===== config.mk =====
export PLATFORM = sky130hd
export DESIGN_NAME = gmsd_fifo
export DESIGN_NICKNAME = d
export VERILOG_FILES = /design/src/hw/rtl/gmsd_pkg.sv /design/src/hw/rtl/gmsd_fifo.sv
export SDC_FILE = /design/constraint.sdc
export NUM_CORES = 1
export LEC_CHECK = 0
export BUFFER_PORTS_ARGS = -buffer_cell sky130_fd_sc_hd__buf_2
export CAP_MARGIN = 0
export CELL_PAD_IN_SITES_DETAIL_PLACEMENT = 2
export CELL_PAD_IN_SITES_GLOBAL_PLACEMENT = 2
export CORE_MARGIN = 3
export CORE_UTILIZATION = 47
export CTS_CLUSTER_SIZE = 30
export DETAILED_ROUTE_END_ITERATION = 6
export GPL_TIMING_DRIVEN = 0
export PLACE_DENSITY_LB_ADDON = 0.1
export SKIP_LAST_GASP = 1
export SLEW_MARGIN = 25
export SYNTH_ARGS = -nofsm -noshare
export SYNTH_HDL_FRONTEND = slang
export SYNTH_SLANG_ARGS = --single-unit

===== constraint.sdc =====
create_clock -name clk -period 5.79 [get_ports clk]
set_input_delay 0.8685 -clock clk [delete_from_list [all_inputs] [get_ports clk]]
set_output_delay 0.8685 -clock clk [all_outputs]
set_load 0.005 [all_outputs]

===== src/hw/rtl/gmsd_pkg.sv =====
// Shared types and constants of the gapped median step detector.
// Used by the interfaces and every module; depends on nothing.
package gmsd_pkg;

    localparam int SEEN_W      = 8;
    localparam int VALUE_W     = 32;
    localparam int MED_W       = 33;
    localparam int STEP_W      = 34;
    localparam int WIN_CFG_W   = 6;
    localparam int GAP_CFG_W   = 5;
    localparam int CFG_DATA_W  = 6;
    localparam int CFG_IDX_W   = 1;
    localparam int WIN_W       = 7;
    localparam int GAP_W       = 6;
    localparam int SPAN_W      = 7;
    localparam int RING_AW_MAX = 8;
    localparam int POS_W       = 10;
    localparam int JOB_DEPTH   = 4;
    localparam int JOB_PW      = 2;
    localparam int THIRD_SHIFT = 9;

    localparam logic [SEEN_W-1:0]    SEEN_MAX   = 8'd255;
    localparam logic [WIN_CFG_W-1:0] WIN_RESET  = 6'd8;
    localparam logic [GAP_CFG_W-1:0] GAP_RESET  = 5'd2;
    localparam logic [WIN_W-1:0]     WIN_MIN    = 7'd3;
    localparam logic [WIN_W-1:0]     MINP_FLOOR = 7'd3;
    localparam logic [7:0]           THIRD_MUL  = 8'd171;

    typedef enum logic [CFG_IDX_W-1:0] {
        REG_WINDOW = 1'b0,
        REG_GAP    = 1'b1
    } cfg_reg_t;

    // Clamped settings in use
    typedef struct packed {
        logic [WIN_W-1:0] win;
        logic [GAP_W-1:0] gap;
    } cfg_t;

    // Ring write from the front
    typedef struct packed {
        logic                      en;
        logic [RING_AW_MAX-1:0]    addr;
        logic                      ok;
        logic signed [VALUE_W-1:0] value;
    } ring_wr_t;

    // One queued item: newest ring slot, index, first distance, flags
    typedef struct packed {
        logic [RING_AW_MAX-1:0] newest;
        logic [SEEN_W-1:0]      n;
        logic [SPAN_W-1:0]      d;
        logic                   fin;
        logic                   emit;
    } job_t;

    typedef enum logic [2:0] {
        BK_IDLE,
        BK_SETUP,
        BK_LOAD,
        BK_MED_HI,
        BK_MED_LO,
        BK_EMIT
    } back_state_t;

endpackage


===== src/hw/rtl/gmsd_fifo.sv =====
// Small item queue between the front and the back.
// Depends on gmsd_pkg.
module gmsd_fifo import gmsd_pkg::*; (
    input  logic clk,
    input  logic rst_n,
    input  logic push,
    input  job_t wdata,
    output logic full,
    input  logic pop,
    output logic empty,
    output job_t rdata
);

    job_t              fifo_mem [JOB_DEPTH];
    logic [JOB_PW-1:0] wr_ptr_reg, wr_ptr_next;
    logic [JOB_PW-1:0] rd_ptr_reg, rd_ptr_next;
    logic [JOB_PW:0]   count_reg, count_next;
    logic              do_push, do_pop;

    assign full    = (count_reg == (JOB_PW + 1)'(JOB_DEPTH));
    assign empty   = (count_reg == '0);
    assign do_push = push && !full;
    assign do_pop  = pop && !empty;
    assign rdata   = fifo_mem[rd_ptr_reg];

    // Pointer and fill update
    always_comb
    begin
        wr_ptr_next = do_push ? wr_ptr_reg + 1'b1 : wr_ptr_reg;
        rd_ptr_next = do_pop ? rd_ptr_reg + 1'b1 : rd_ptr_reg;
        count_next  = count_reg;
        if (do_push && !do_pop)
        begin
            count_next = count_reg + 1'b1;
        end
        else if (do_pop && !do_push)
        begin
            count_next = count_reg - 1'b1;
        end
    end

    always_ff @(posedge clk or negedge rst_n)
    begin
        if (!rst_n)
        begin
            wr_ptr_reg <= '0;
            rd_ptr_reg <= '0;
            count_reg  <= '0;
        end
        else
        begin
            wr_ptr_reg <= wr_ptr_next;
            rd_ptr_reg <= rd_ptr_next;
            count_reg  <= count_next;
        end
    end

    // Storage
    always_ff @(posedge clk)
    begin
        if (do_push)
        begin
            fifo_mem[wr_ptr_reg] <= wdata;
        end
    end

endmodule


==> results.md, run 1 <==
- Starting Density: slightly below 50%
- Final Wtd Congestion: slightly above 0.7
- Die height: slightly below 100 um
- DIE WIDTH: about 99 um
- Post-synthesis cell type count: 21
- Num rows: 33
- Failing step: 3_5_place_dp
- Post-DP HPWL: roughly 5.6 mm
- Outcome: aborted with a tool error
- Mapped Cells: about 170
- Post-Syn Area per Cell: 24.5 um2
- Port-buffer cells: 55
- Register area share after synthesis: just under 80%
- Syn Nets: around 200
- Tool error: [ERROR DPL-0033] detailed placement checks failed during check placement.
- Yosys warns: 0
- I/O pin cnt: 56
- FF+latch count, synth: 107
- Cell Area, Synth: 4080 um2
cell usage after synthesis:
cell type    n  area (um2)
dfrtp_1      7         175
nor3b_2      1        12.5
buf_2        3        15.0
buf_12       2        40.0
mux4_1       7         184
nand3_1      1        5.00
xor2_1       2        17.5
fa_1         1        20.0
or3_1        1        6.26
nor2b_1      1        6.26
buf_6        2        22.5
inv_1        4        15.0
mux4_2      18         405
xnor2_1      4        35.0
mux2_2       1        11.3
nand2_1      1        3.75
mux2_4       1        15.0
nor2_1       1        3.75
ha_1         5        62.6
edfxtp_1   100        3000
and2_1       4        25.0
cells by family after synthesis:
| logic type | Yosys count | share of synthesized area [%] |
|---|---|---|
| xor+xnor | 6 | 1.29 |
| fa+ha+maj | 6 | 2.02 |
| buf+inv | 11 | 2.27 |
| flops | 107 | 77.8 |
| mux | 27 | 15.1 |
| simple gates | 10 | 1.53 |
through the flow:
step                    hold slack (ns)  setup slack [ns]  instances
after floorplan                   0.445              3.62        167
after global placement            0.459              3.14        327
==> run 2: changes to the inputs <==
--- a/config.mk
+++ b/config.mk
@@ -7,14 +7,11 @@
 export LEC_CHECK = 0
 export BUFFER_PORTS_ARGS = -buffer_cell sky130_fd_sc_hd__buf_2
 export CAP_MARGIN = 0
-export CELL_PAD_IN_SITES_DETAIL_PLACEMENT = 2
-export CELL_PAD_IN_SITES_GLOBAL_PLACEMENT = 2
 export CORE_MARGIN = 3
-export CORE_UTILIZATION = 47
-export CTS_CLUSTER_SIZE = 30
+export CORE_UTILIZATION = 32
 export DETAILED_ROUTE_END_ITERATION = 6
 export GPL_TIMING_DRIVEN = 0
-export PLACE_DENSITY_LB_ADDON = 0.1
+export PLACE_DENSITY_LB_ADDON = 0.15
 export SKIP_LAST_GASP = 1
 export SLEW_MARGIN = 25
 export SYNTH_ARGS = -nofsm -noshare
==> run 2 against run 1 <==
Effect of this change: the run now ends clean; area after synthesis unchanged; synthesized cell count unchanged.
==> results.md, run 2 <==
- Post-Route Utilization: 39.7%
- Skew-Pair Late Insertion Delay: about 0.34 ns
- Synth Flop Type: edfxtp_1
- Sw frac: 27.7%
- Final Wtd Congestion: around 0.67
- Ratio of cells with drive above 1 in the final layout: 41.8%
- Gate power share: 30.8%
- Post-synthesis cell type count: 21
- Max Root-Sink Buffers: 2
- CP peak stage delay: ~0.52 ns
- Fillers: between 1000 and 1500
- Global route overflow: 0
- Post-synthesis simple-gate area fraction: under 10%
- Total die area: between 10000 and 15000 um2
- NetSw: around 0.65 mW
- Hold Buf Count CTS: 0
- Wire per inst: about 17 um
- DR pass1 iterations: 4
- Crit path cell chain: buf_6 -> buf_12 -> mux4_2 -> buf_2
- CP Capture Type: primary output
- Critical path class: reg2out
- EDFF count, synth: 100
- Vias after detailed routing: between 1500 and 2000
- Top cell type's share of synthesized area: between 70% and 80%
- Critical Path AT: approximately 1.7 ns
- Final nets: around 270
- CTS resizes: 0
- Port-buffer cells: 55
- Final worst path period share: between 40% and 50%
- Clock Skew: roughly 0.0058 ns
- Int Pwr: between 1.5 and 2 mW
- Worst vdd ir: approximately 0.24 mV
- Clk slew on worst S/H paths: 0.07 ns
- Adder-cell share of the synthesized area: under 10%
- Asr flop ratio synth: under 10%
- Cell Area, Synth: slightly above 4000 um2
- Num rows: 40
- Sequential share of power: around 46%
- Startpoint Class: register
- Critical Path RT: around 5 ns
- CP Max Fanout: 10
- Clock share of power: between 20 and 25%
- Starting Density: between 30 and 40%
- XOR/XNOR share of the synthesized area: 1.29%
- RSZ-0062 raised after global routing: no
- Tot GR Track Use: a little over a tenth
- Most frequent cells after synthesis: edfxtp_1, mux4_2, dfrtp_1, mux4_1, ha_1
- Root Buffer: clkbuf_16
- # DRC: 0
- Clock sink count: between 100 and 150
- Slew headroom: just over 50%
- Leakage: approximately 1.7 nW
- PD cells: slightly below 500 nW/um2
- Most frequent cells in the layout: edfxtp_1, buf_2, mux4_2, clkbuf_16
- Tightest Hold Check Type: in2async
- Mux share of post-synthesis cell area: roughly 15%
- Die height: 119 um
- Worst-Margin Slew: slightly above 0.7 ns
- Outcome: complete, no violations
- FF+latch count, synth: 107
- Initial antenna violation count: 0
- Cell with the most instances after synthesis: edfxtp_1
- FMAX: 388 MHz
- Register area share after synthesis: between 70% and 80%
- Commonest non-fill, non-tap cell in the layout: edfxtp_1
- CTS tree: yes
- Post-synth top area cell: edfxtp_1
- Postcts setup bufs: 0
- Total wire length: a little over 7 mm
- DIE WIDTH: roughly 120 um
- Minimum clock period: 2.58 ns
- I/O pin cnt: 56
- Vias/cell: roughly 4.4
- Post-DP HPWL: around 4.4 mm
- Layout Area Growth over Synthesis: 19.1%
- First-pass GRT wire length: around 11 mm
- Yosys warns: 0
- Core area: ~12000 um2
- Combinational family with the most area after synthesis: multiplexers
- Largest net degree at the start of global routing: 26
- Final TNS setup: 0 ns
- Final setup violating endpoints: 0
- Complex-gate fraction of the synthesized area: 0%
- Max FFs per register: 100
- H-tree Lvls: 3
- CTS Buf Count: 9
- Final hold vios: 0
- Syn Nets: between 200 and 250
- Diode count: 0
- Area contributors post-synth: edfxtp_1, mux4_2, mux4_1, dfrtp_1, ha_1
- CP bufs+invs: 3
- Post-route ant nets: 0
- Final Max Tran Viols: 0
- Mapped Cells: about 170
- Iteration-0 DRC count of the detailed router: 117
- CP max stage cell: mux4_2
- Number of max-cap violations: 0
- Post-Syn Area per Cell: 24.5 um2
- Vias in the first global route: about 1900
- Delay-heaviest family, CP: multiplexers
-- run 2: routing by layer --
layer,GRT usage [%],part of all wire (%)
met4,2.97,0.72
met1,13.1,44
met3,4.70,5.9
met5,0,0
met2,17.1,50
-- run 2: power by group through the flow --
stage	Combinational (mW)	Sequential [mW]	Clock [mW]
6_report	0.721	1.08	0.543
5_1_grt	0.798	1.09	0.596
4_1_cts	0.751	1.08	0.560
3_5_place_dp	0.749	1.09	0
3_3_place_gp	0.734	1.09	0
2_1_floorplan	0.477	1.08	0
-- run 2: worst paths after layout --
kind / from / end / slack, ns / cells after the start
setup / recovery: rd_ptr_reg[0] / rdata[0] / 3.21 / 4
hold / removal: rst_n / wr_ptr_reg[0] / 0.36 / 1
setup reg to reg: count_reg[0] / count_reg[2] / 3.67 / 8
hold reg to reg: count_reg[2] / count_reg[2] / 0.49 / 1
max in group asynchronous: rst_n / wr_ptr_reg[1] / 5.27 / 1
min in group clk: count_reg[2] / count_reg[2] / 0.49 / 1
-- run 2: cell type report --
cell class                      count  area, um2  share of cell area [%]
Buffer                              7       77.6                    1.60
Clock buffer                       10        229                    4.71
Clock inverter                      6       32.5                   0.669
Inverter                            4       15.0                   0.309
Multi-Input combinational cell     49        818                    16.8
Sequential cell                   107       3180                    65.3
Tap cell                          168        210                    4.32
Timing Repair Buffer               56        303                    6.23
-- run 2: metrics by stage --
step	setup WS [ns]	instance area, um2	std cells	total power, mW	hold slack, ns
after floorplan	3.62	4080	167	1.56	0.445
after global routing	3.09	4860	407	2.49	0.348
after CTS	3.16	4860	407	2.39	0.349
final	3.21	4860	407	2.34	0.356
after global placement	2.96	4570	390	1.83	0.474
after detailed placement	3.42	4600	391	1.84	0.468
-- run 2: worst reg2reg max path, stage by stage (launching register included) --
cell and delay, ns:
dfrtp_1 0.44, or3_1 0.44, nand2_1 0.13, ha_1 0.19, inv_1 0.06, fa_1 0.37
xor2_1 0.15, nor2_1 0.11, xor2_1 0.15
-- run 2: logic make-up (layout without fill, tap and decap cells) --
kind of cell             Yosys count  in the layout
AND/OR/NAND/NOR                   10             10
buffers and inverters             11             83
XOR/XNOR                           6              6
flip-flops                       107            107
multiplexers                      27             27
adder cells (fa/ha/maj)            6              6
(Power assumes the default switching activity.)
