File: src/hw/rtl/gmsd_pkg.sv
// Shared types and constants of the gapped median step detector.
// Used by the interfaces and every module; depends on nothing.
package gmsd_pkg;

    localparam int SEEN_W      = 8;
    localparam int VALUE_W     = 32;
    localparam int MED_W       = 33;
    localparam int STEP_W      = 34;
    localparam int WIN_CFG_W   = 6;
    localparam int GAP_CFG_W   = 5;
    localparam int CFG_DATA_W  = 6;
    localparam int CFG_IDX_W   = 1;
    localparam int WIN_W       = 7;
    localparam int GAP_W       = 6;
    localparam int SPAN_W      = 7;
    localparam int RING_AW_MAX = 8;
    localparam int POS_W       = 10;
    localparam int JOB_DEPTH   = 4;
    localparam int JOB_PW      = 2;
    localparam int THIRD_SHIFT = 9;

    localparam logic [SEEN_W-1:0]    SEEN_MAX   = 8'd255;
    localparam logic [WIN_CFG_W-1:0] WIN_RESET  = 6'd8;
    localparam logic [GAP_CFG_W-1:0] GAP_RESET  = 5'd2;
    localparam logic [WIN_W-1:0]     WIN_MIN    = 7'd3;
    localparam logic [WIN_W-1:0]     MINP_FLOOR = 7'd3;
    localparam logic [7:0]           THIRD_MUL  = 8'd171;

    typedef enum logic [CFG_IDX_W-1:0] {
        REG_WINDOW = 1'b0,
        REG_GAP    = 1'b1
    } cfg_reg_t;

    // Clamped settings in use
    typedef struct packed {
        logic [WIN_W-1:0] win;
        logic [GAP_W-1:0] gap;
    } cfg_t;

    // Ring write from the front
    typedef struct packed {
        logic                      en;
        logic [RING_AW_MAX-1:0]    addr;
        logic                      ok;
        logic signed [VALUE_W-1:0] value;
    } ring_wr_t;

    // One queued item: newest ring slot, index, first distance, flags
    typedef struct packed {
        logic [RING_AW_MAX-1:0] newest;
        logic [SEEN_W-1:0]      n;
        logic [SPAN_W-1:0]      d;
        logic                   fin;
        logic                   emit;
    } job_t;

    typedef enum logic [2:0] {
        BK_IDLE,
        BK_SETUP,
        BK_LOAD,
        BK_MED_HI,
        BK_MED_LO,
        BK_EMIT
    } back_state_t;

endpackage

File: src/hw/rtl/gmsd_if.sv
// Channel interfaces: sample input, result output, configuration write.
// Depends on gmsd_pkg.
interface gmsd_sample_if import gmsd_pkg::*; ();
    logic                      valid;
    logic                      ready;
    logic signed [VALUE_W-1:0] sample_value;
    logic                      sample_valid;
    logic                      last_sample;

    modport source (output valid, sample_value, sample_valid, last_sample, input ready);
    modport sink (input valid, sample_value, sample_valid, last_sample, output ready);
endinterface


interface gmsd_cfg_if import gmsd_pkg::*; ();
    logic                  valid;
    logic                  ready;
    logic [CFG_IDX_W-1:0]  index;
    logic [CFG_DATA_W-1:0] data;

    modport source (output valid, index, data, input ready);
    modport sink (input valid, index, data, output ready);
endinterface

File: src/hw/rtl/gmsd_front.sv
// Front: settings, sample intake, ring writes and queueing of items.
// Depends on gmsd_pkg and gmsd_if.
module gmsd_front import gmsd_pkg::*; #(
    parameter int MAX_WINDOW    = 32,
    parameter int MAX_GAP       = 16,
    parameter int HISTORY_DEPTH = 128
) (
    input  logic          clk,
    input  logic          rst_n,
    gmsd_sample_if.sink   in_ch,
    gmsd_cfg_if.sink      cfg,
    input  logic          job_full,
    output logic          job_push,
    output job_t          job_wdata,
    output ring_wr_t      ring_wr,
    output cfg_t          cfg_eff
);

    localparam int AW = $clog2(HISTORY_DEPTH);
    localparam logic [WIN_W-1:0] WIN_HI = WIN_W'(MAX_WINDOW);
    localparam logic [GAP_W-1:0] GAP_HI = GAP_W'(MAX_GAP);

    logic [WIN_CFG_W-1:0] win_reg, win_next;
    logic [GAP_CFG_W-1:0] gap_reg, gap_next;
    logic [AW-1:0]        head_reg, head_next;
    logic [SEEN_W-1:0]    seen_reg, seen_next;
    logic [WIN_W-1:0]     win_ext, win_c;
    logic [GAP_W-1:0]     gap_ext, gap_c;
    logic [SPAN_W-1:0]    span;
    logic [SEEN_W-1:0]    span_ext;
    logic                 accept;

    assign cfg.ready   = 1'b1;
    assign in_ch.ready = !job_full;
    assign accept      = in_ch.valid && in_ch.ready;

    // Register writes
    always_comb
    begin
        win_next = win_reg;
        gap_next = gap_reg;
        if (cfg.valid)
        begin
            case (cfg.index)
                REG_WINDOW: win_next = cfg.data[WIN_CFG_W-1:0];
                REG_GAP:    gap_next = cfg.data[GAP_CFG_W-1:0];
                default:    ;
            endcase
        end
    end

    // Saturate settings to the supported range
    always_comb
    begin
        win_ext = WIN_W'(win_reg);
        gap_ext = GAP_W'(gap_reg);
        if (win_ext < WIN_MIN)
            win_c = WIN_MIN;
        else if (win_ext > WIN_HI)
            win_c = WIN_HI;
        else
            win_c = win_ext;
        gap_c = (gap_ext > GAP_HI) ? GAP_HI : gap_ext;
    end

    assign cfg_eff.win = win_c;
    assign cfg_eff.gap = gap_c;
    assign span        = SPAN_W'(win_c) + SPAN_W'(gap_c);
    assign span_ext    = SEEN_W'(span);

    // Item classification: one queue entry per sample
    always_comb
    begin
        job_push         = accept;
        job_wdata.newest = RING_AW_MAX'(head_reg);
        job_wdata.n      = seen_reg;
        job_wdata.fin    = in_ch.last_sample;
        job_wdata.emit   = in_ch.last_sample || (seen_reg >= span_ext);
        if (in_ch.last_sample && (seen_reg < span_ext))
            job_wdata.d = seen_reg[SPAN_W-1:0];
        else
            job_wdata.d = span;
    end

    assign ring_wr.en    = accept;
    assign ring_wr.addr  = RING_AW_MAX'(head_reg);
    assign ring_wr.ok    = in_ch.sample_valid;
    assign ring_wr.value = in_ch.sample_value;

    // Ring head and sequence index
    always_comb
    begin
        head_next = head_reg;
        seen_next = seen_reg;
        if (accept)
        begin
            head_next = head_reg + 1'b1;
            if (in_ch.last_sample)
                seen_next = '0;
            else if (seen_reg < SEEN_MAX)
                seen_next = seen_reg + 1'b1;
        end
    end

    always_ff @(posedge clk or negedge rst_n)
    begin
        if (!rst_n)
        begin
            win_reg  <= WIN_RESET;
            gap_reg  <= GAP_RESET;
            head_reg <= '0;
            seen_reg <= '0;
        end
        else
        begin
            win_reg  <= win_next;
            gap_reg  <= gap_next;
            head_reg <= head_next;
            seen_reg <= seen_next;
        end
    end

endmodule

File: src/flat_wrapper.sv
// flat-port wrapper written by rule: the top's interface ports become plain ports
module gmsd_front_flat import gmsd_pkg::*;
#(
    parameter int MAX_WINDOW    = 32,
    parameter int MAX_GAP       = 16,
    parameter int HISTORY_DEPTH = 128
)
  (clk, rst_n, job_full, job_push, job_wdata, ring_wr, cfg_eff, in_ch_valid, in_ch_sample_value, in_ch_sample_valid, in_ch_last_sample, in_ch_ready, cfg_valid, cfg_index, cfg_data, cfg_ready);
  gmsd_sample_if in_ch_i ();
  gmsd_cfg_if cfg_i ();
  input  logic clk;
  input  logic rst_n;
  input  logic job_full;
  output logic job_push;
  output job_t job_wdata;
  output ring_wr_t ring_wr;
  output cfg_t cfg_eff;
  input wire logic [$bits(in_ch_i.valid)-1:0] in_ch_valid;
  input wire logic [$bits(in_ch_i.sample_value)-1:0] in_ch_sample_value;
  input wire logic [$bits(in_ch_i.sample_valid)-1:0] in_ch_sample_valid;
  input wire logic [$bits(in_ch_i.last_sample)-1:0] in_ch_last_sample;
  output wire logic [$bits(in_ch_i.ready)-1:0] in_ch_ready;
  input wire logic [$bits(cfg_i.valid)-1:0] cfg_valid;
  input wire logic [$bits(cfg_i.index)-1:0] cfg_index;
  input wire logic [$bits(cfg_i.data)-1:0] cfg_data;
  output wire logic [$bits(cfg_i.ready)-1:0] cfg_ready;
  assign in_ch_i.valid = in_ch_valid;
  assign in_ch_i.sample_value = in_ch_sample_value;
  assign in_ch_i.sample_valid = in_ch_sample_valid;
  assign in_ch_i.last_sample = in_ch_last_sample;
  assign in_ch_ready = in_ch_i.ready;
  assign cfg_i.valid = cfg_valid;
  assign cfg_i.index = cfg_index;
  assign cfg_i.data = cfg_data;
  assign cfg_ready = cfg_i.ready;
  gmsd_front #(.MAX_WINDOW(MAX_WINDOW), .MAX_GAP(MAX_GAP), .HISTORY_DEPTH(HISTORY_DEPTH)) u_core (.clk(clk), .rst_n(rst_n), .in_ch(in_ch_i), .cfg(cfg_i), .job_full(job_full), .job_push(job_push), .job_wdata(job_wdata), .ring_wr(ring_wr), .cfg_eff(cfg_eff));
endmodule
File: config.mk
export PLATFORM = sky130hd
export DESIGN_NAME = gmsd_front_flat
export DESIGN_NICKNAME = d
export VERILOG_FILES = /design/src/hw/rtl/gmsd_pkg.sv /design/src/hw/rtl/gmsd_if.sv /design/src/hw/rtl/gmsd_front.sv /design/src/flat_wrapper.sv
export SDC_FILE = /design/constraint.sdc
export NUM_CORES = 1
export LEC_CHECK = 0
export BUFFER_PORTS_ARGS = -buffer_cell sky130_fd_sc_hd__buf_2
export CAP_MARGIN = 10
export CORE_UTILIZATION = 43
export DETAILED_ROUTE_END_ITERATION = 7
export MAX_ROUTING_LAYER = met4
export PLACE_DENSITY = 0.8
export SLEW_MARGIN = 20
export SYNTH_ARGS = -nofsm -noshare
export SYNTH_HDL_FRONTEND = slang
export SYNTH_SLANG_ARGS = --single-unit
File: constraint.sdc
create_clock -name clk -period 4.14 [get_ports clk]
set_input_delay 0.621 -clock clk [delete_from_list [all_inputs] [get_ports clk]]
set_output_delay 0.621 -clock clk [all_outputs]
set_load 0.01 [all_outputs]
Word level (Yosys, flattened, before mapping)
Cells that the tools add are included.
W data, S select, Z words.
Cells by class
  multiplexer cells: 6
  add/sub/neg operators: 3
  reduce and logical (&&, ||, !) cells: 8
  bitwise operators: 1
  $lt $le $gt $ge: 6
Operator list (number)
  $mux W8: 2
  $mux W7: 2
  $add A8 B1 Y8 const B: 1
  $ge A8 B7 Y1: 1
  $lt A8 B7 Y1: 1
  $lt A8 B8 Y1 const B: 1
  $add A7 B1 Y7 const B: 1
  $add A7 B6 Y7: 1
  $gt A6 B6 Y1 const B: 1
  $lt A6 B2 Y1 const B: 1
  $mux W6: 1
  $reduce_and A2 Y1: 3
  $gt A5 B5 Y1 const B: 1
  $mux W5: 1
  $logic_and A1 B1 Y1: 2
  $reduce_bool A2 Y1: 1
  $logic_not A1 Y1: 1
  $logic_or A1 B1 Y1: 1
  $not A1 Y1: 1
Word-level totals
  word-level logic and storage cells: 28
  register bits after elaboration: 26

Logic depth before layout (Yosys ltp)
Gate-level depths: netlist of run 1.
  depth in word-level cells: 7
  depth in mapped cells: 13

Worst setup path after synthesis of run 1
OpenSTA, ideal clock, no wires.
  path kind: flip-flop to output port
  start point: register u_core.win_reg[4]
  end point: output port job_wdata[2] in the netlist's numbering
  data required time: 3.519 ns
  setup slack: 0.227 ns
  stages on the path, launching flop included: 13
  arrival: 3.292 ns
  cells stage by stage: dfrtp_1 nor3_1 nor2_1 nor2_1 ha_1 a211oi_1 nor2_1 a211oi_1 ha_1 a21o_1 a211o_1 nor3_4 mux2_2
RTL lines
  start: declaration: RTL line gmsd_front.sv:23  | logic [WIN_CFG_W-1:0] win_reg, win_next;
  start signal: assignment: RTL line gmsd_front.sv:116  | win_reg <= win_next;
  end: declaration: RTL line flat_wrapper.sv:15  | output job_t job_wdata;

==> results_dict.tcl, run 1 <==
set metrics [dict create \
    numClockSinks 26 \
    netlist_instances 221 \
    netlist.area_leader.share_pct 28.81 \
    hpwl_mm 3.297 \
    startpoint_type "flip-flop" \
    post-route-cell-area_um2 2310 \
    clk_pin_slew_ns 0.09 \
    status "completed" \
    period_needed_ns 4.122 \
    crit_fanout 5 \
    largest_register_ffs 8 \
    ios 129 \
    critical_path_required_ns 3.52 \
    dp_cells 283 \
    seqPwrFrac_pct 34.3 \
    die_h_um 71.63 \
    tritoncts "built" \
    relSlewSlack_pct 59.64 \
    grt_pass1_vias 1530 \
    whs_ns 0.3492 \
    antenna_left 0 \
    clockPowerShare_pct 15.2 \
    grt_setup_unrepaired "yes" \
    cp-startpoint "u_core.win_reg[3]" \
    avgSynthCellArea_um2 9.432 \
    power_density_nw_per_um2 474.4 \
    switchingPower_w 0.0004327 \
    wirelength_met1_mm 2.011 \
    routabilityCongestion 0.8778 \
    path_class "reg -> out" \
    yosysWarnings 0 \
    via_per_inst 5.505 \
    leakage_nw 1.161 \
    htreeDepth 1 \
    dpl_cell_area_um2 2085 \
    drc_errors 0 \
    yosys-top-cells-area "dfrtp_1, buf_4, ha_1, mux2_2, nor2b_1" \
    setup_viol 0 \
    drt_first_iter_violations 103 \
    skew_ns 0.003612 \
    cp.arrival_ns 3.50 \
    diodes 0 \
    row_count 24 \
    cap_violations 0 \
    ys.flop_type "dfrtp_1" \
    setup_tns_ns 0 \
    wl_mm 4.694 \
    wire_per_inst_um 15.70 \
    yosys.cell_types.count 46 \
    met2WireLength_mm 2.349 \
    num_vias 1646 \
    comb_power_share_pct 50.5 \
    die_x_um 71.63 \
    grt_max_degree 27 \
    synth_edf_count 0 \
    fin_cells 299 \
    synth_commonest_cells "buf_4, dfrtp_1, ha_1, mux2_2, inv_1" \
    top_layer "met4" \
    cp-end-kind "output port" \
    die-area_um2 5130 \
    yosysSeqAreaShare_pct 31.33 \
    synth_area_leader_cell "dfrtp_1" \
    grt_usage_pct 18.19 \
    swShare_pct 39.49 \
    antenna_found_initial 0 \
    finalHoldViolations 0 \
    finalPower_w 0.001096 \
    clkLatencyLatePin_ns 0.27 \
    hp-class "in -> async" \
    cts_made_buffers 3 \
    rr_startpoint "u_core.seen_reg[1]" \
    synth-seq-cells 26 \
    slew_viol_final 0 \
    drive_gt1_share_pct 43.72 \
    io_buffers 57 \
    root_buffer "clkbuf_8" \
    syn_to_final_growth_pct 10.80 \
    fmax_ghz 0.2426 \
    core_um2 4504 \
    synthMostInstantiatedCell "buf_4" \
    tightest_slew_ns 0.6042 \
    ir_worst_vdd_mv 0.2306 \
    start_util_pct 46.28 \
    async_reset_ff_share_pct 100.0 \
    fin_crit_sh_pct 99.58 \
    dr_wl_met3_um 232 \
    synth_area_um2 2084 \
    grt_pass1_wl_mm 7.058 \
    dr.pass1.iters 4 \
    internal_power_w 0.0006630 \
    nNetsFinal 309 \
    gr-total-overflow 0 \
    cts_buffer_depth 2 \
]
## what timing repair did
item,CTS,global route
buffers inserted,9,3
cloned,0,0
endpoints found under the hold margin,0,0
endpoints found under the setup margin,8,7
gates resized for setup,10,8
pin swaps,6,7
hold buffers,0,0
## cell usage in the layout, fill, tap and decap left out, types with 2 or more instances in the layout
master,instances
nor2_1,9
mux2_4,2
or3_1,2
a21oi_1,6
clkbuf_8,4
a211oi_2,2
or4_1,2
o21ai_0,5
a31oi_1,2
conb_1,5
a21oi_2,2
nor3b_1,2
inv_1,11
nand2_1,8
buf_6,4
xnor2_1,5
nor2b_1,10
ha_1,12
dfrtp_1,24
nand3_1,7
o31ai_1,3
mux2i_1,5
mux2_2,10
ha_2,2
buf_2,55
xor2_1,3
nand4b_1,2
dfstp_2,2
a21o_1,3
nand4_1,4
buf_4,13
## worst max-delay path: stages, from the launching register on
cell	delay, ns
dfstp_2	0.55
nor3_2	0.04
nor2_1	0.08
nor2_1	0.06
ha_2	0.20
fa_2	0.35
a21o_1	0.17
a21oi_2	0.24
xor2_2	0.12
ha_2	0.32
nand4b_1	0.17
a31oi_2	0.27
nor3_4	0.07
buf_6	0.14
mux2_4	0.30
buf_6	0.12
## through the flow
step / setup slack (ns) / util (%)
final: 0.01754 / 51.28
after detailed placement: 0.02308 / 46.28
after floorplan: 0.2268 / -
after CTS: 0.006283 / 49.89
after global placement: 0.08354 / 46.28
after global routing: -0.1339 / 51.28
## cell type report
type / instances / area, µm²
well taps: 52 / 65.06
inverters: 12 / 45.04
fillers: 406 / 2195
flip-flops and latches: 26 / 653.1
multi-input cells: 133 / 1074
clock buffers: 4 / 55.05
repair buffers: 72 / 417.9
## routing by layer
| metal | track usage (%) | vias to the layer above |
|---|---|---|
| met3 | 2.391 | 12 |
| met2 | 29.56 | 61 |
| met5 | - | - |
| li1 | - | 769 |
| met1 | 22.97 | 804 |
| met4 | 7.407 | 0 |
## logic make-up (layout without fill, tap and decap cells)
family	Yosys count	in the layout	share of synthesized area, %
other cells	2	5	0.3603
flops	26	26	31.33
simple gates	54	54	15.19
mux	17	17	8.884
xor+xnor	9	9	3.781
compound gates	33	33	10.50
buf+inv	65	88	20.59
fa+ha+maj	15	15	9.364
## power by group through the flow
stage               Sequential [W]  Combinational [W]  Clock, W
detailed placement        0.000377           0.000470         0
CTS                       0.000375           0.000506  0.000171
global route              0.000387           0.000604  0.000184
floorplan                 0.000381           0.000359         0
global placement          0.000376           0.000458         0
finish                    0.000376           0.000554  0.000166
## path summary, 6_finish.rpt
path                       cells after the start  slack (ns)            endpoint
max                                           15        0.02        job_wdata[2]
min                                            1        0.35  u_core.head_reg[5]
max reg2reg                                    4        2.44  u_core.seen_reg[3]
min reg2reg                                    1        0.50  u_core.head_reg[6]
max in group asynchronous                      1        3.40  u_core.head_reg[6]
min in group clk                               1        0.50  u_core.head_reg[6]
Power figures use the tool's default switching activity.
==> run 2, diff against run 1 <==
--- a/config.mk
+++ b/config.mk
@@ -7,10 +7,12 @@
 export LEC_CHECK = 0
 export BUFFER_PORTS_ARGS = -buffer_cell sky130_fd_sc_hd__buf_2
 export CAP_MARGIN = 10
+export CORE_ASPECT_RATIO = 1.2
 export CORE_UTILIZATION = 43
 export DETAILED_ROUTE_END_ITERATION = 7
 export MAX_ROUTING_LAYER = met4
 export PLACE_DENSITY = 0.8
+export RECOVER_POWER = 50
 export SLEW_MARGIN = 20
 export SYNTH_ARGS = -nofsm -noshare
 export SYNTH_HDL_FRONTEND = slang
==> results_dict.tcl, run 2 (synthesis results as in run 1) <==
set metrics [dict create \
    wl_mm 4.559 \
    cap_violations 0 \
    crit_fanout 3 \
    wire_per_inst_um 15.15 \
    leakage_nw 1.139 \
    r2r_slack_ns 2.45 \
    start_util_pct 45.04 \
    critical_path_required_ns 3.52 \
    drt_first_iter_violations 42 \
    hp-class "reg -> reg" \
    core_um2 4628 \
    htreeDepth 1 \
    slew_viol_final 0 \
    hold_end "u_core.head_reg[6]" \
    layout_commonest_cell "buf_2" \
    root_buffer "clkbuf_8" \
    largest_register_ffs 8 \
    die_h_um 78.27 \
    cts_made_buffers 3 \
    rr_startpoint "u_core.seen_reg[0]" \
    nNetsFinal 305 \
    violations "setup timing" \
    ios 129 \
    dp_cells 289 \
    skew_ns 0.002881 \
    post-route-cell-area_um2 2286 \
    clkLatencyLatePin_ns 0.28 \
    layout_common_cells "buf_2, dfrtp_1, mux2_2, ha_1, inv_1" \
    relSlewSlack_pct 7.479 \
    path_cells "nor3_2, nor2_1, nor2_1, ha_2, fa_2, a21o_1, a21oi_2, xor2_1, ha_2, nand4b_1, a31oi_2, nor3_4, buf_6, mux2_2, buf_6" \
    reg2reg_to "u_core.seen_reg[3]" \
    via_per_inst 5.422 \
    cp-end-kind "output port" \
    ctsHoldBuffers 0 \
    dr.pass1.iters 4 \
    grt_pass1_vias 1567 \
    holdCritStartpoint "u_core.head_reg[6]" \
    ir_worst_vdd_mv 0.2541 \
    finalHoldViolations 0 \
    routabilityCongestion 0.9231 \
    seqPwrFrac_pct 33.4 \
    num_vias 1632 \
    cp.arrival_ns 3.53 \
    comb_power_share_pct 47.6 \
    fin_cells 301 \
    period_needed_ns 4.149 \
    diodes 0 \
    die_x_um 65.56 \
    reg2reg_depth 4 \
    startpoint_type "flip-flop" \
    tightest_slew_ns 1.388 \
    path_class "reg -> out" \
    hold_depth 1 \
    slowest_delay_ns 0.55 \
    clockPowerShare_pct 19.1 \
    switchingPower_w 0.0004267 \
    worst_slack_ns -0.009077 \
    setup_viol 2 \
    clk_pin_slew_ns 0.10 \
    grt_pass1_wl_mm 7.189 \
    die-area_um2 5131 \
    drive_gt1_share_pct 42.39 \
    cts_buffer_depth 2 \
    dpl_cell_area_um2 2092 \
    status "finished with violations" \
    tritoncts "built" \
    grt_usage_pct 18.47 \
    internal_power_w 0.0006982 \
    cp_slowest_cell "dfstp_2" \
    io_buffers 57 \
    row_count 27 \
    path_delay_family "adder cells" \
    swShare_pct 37.93 \
    gr-total-overflow 0 \
    power_density_nw_per_um2 492.1 \
    numClockSinks 26 \
    critPathBufInv 2 \
    fmax_ghz 0.2410 \
    grt_setup_unrepaired "yes" \
    fin_crit_sh_pct 100.2 \
    setup_tns_ns -0.01351 \
    antenna_found_initial 0 \
    hpwl_mm 3.366 \
    syn_to_final_growth_pct 9.664 \
    grt_max_degree 27 \
    drc_errors 0 \
    antenna_left 0 \
]
-- run 2: cell type report --
type                       instances  area [µm²]
clock buffer                       3       41.29
clock inverter                     1       30.03
fill                             424        2342
inverter                          12       45.04
multi-input combinational        133        1061
sequential                        26       653.1
tap                               58       72.57
timing repair buffer              68       382.9
-- run 2: power groups by stage --
| stage | Sequential, W | Combinational (W) | Clock (W) |
|---|---|---|---|
| after global placement | 0.000375 | 0.000458 | 0 |
| final | 0.000375 | 0.000535 | 0.000214 |
| after global routing | 0.000389 | 0.000586 | 0.000224 |
| after floorplan | 0.000381 | 0.000359 | 0 |
| after detailed placement | 0.000377 | 0.000471 | 0 |
| after CTS | 0.000374 | 0.000511 | 0.000218 |
-- run 2: metrics by stage --
step	setup slack (ns)	hold slack, ns	power, W	util, %
final	-0.009077	0.4996	0.001125	49.39
after global routing	-0.1593	0.5423	0.001199	49.39
after CTS	-0.03848	0.3541	0.001103	48.61
after detailed placement	-0.09403	0.4870	0.0008484	45.20
after global placement	-0.03285	0.4786	0.0008335	45.20
after floorplan	0.2268	0.3254	0.0007403	-
-- run 2: per-layer routing --
layer	track usage, %	wire length, µm
met2	30.21	2306
met3	2.762	215
met1	22.04	1900
met5	-	0
met4	8.696	136
-- run 2: worst reg2reg max path: stages (launching register included) --
cell,delay (ns)
dfrtp_1,0.47
ha_1,0.32
and4_4,0.23
or4_1,0.46
a21oi_1,0.15
-- run 2: worst max path at each step --
| stage | from | endpoint | slack, ns | cells after the start |
|---|---|---|---|---|
| 3_5_place_dp | u_core.win_reg[4] | job_wdata[8] | -0.09 | 14 |
| 3_3_place_gp | u_core.win_reg[4] | job_wdata[8] | -0.03 | 14 |
| 4_1_cts | u_core.win_reg[3] | job_wdata[2] | -0.04 | 14 |
| 2_1_floorplan | u_core.win_reg[4] | job_wdata[2] | 0.23 | 12 |
| 5_1_grt | u_core.win_reg[3] | job_wdata[3] | -0.16 | 15 |
| 6_report | u_core.win_reg[3] | job_wdata[2] | -0.009 | 15 |
-- run 2: what timing repair did --
action / 4_1_cts / 5_1_grt
pin swaps: 8 / 10
resized for setup: 11 / 4
buffers inserted: 5 / 3
setup endpoints to repair: 8 / 7
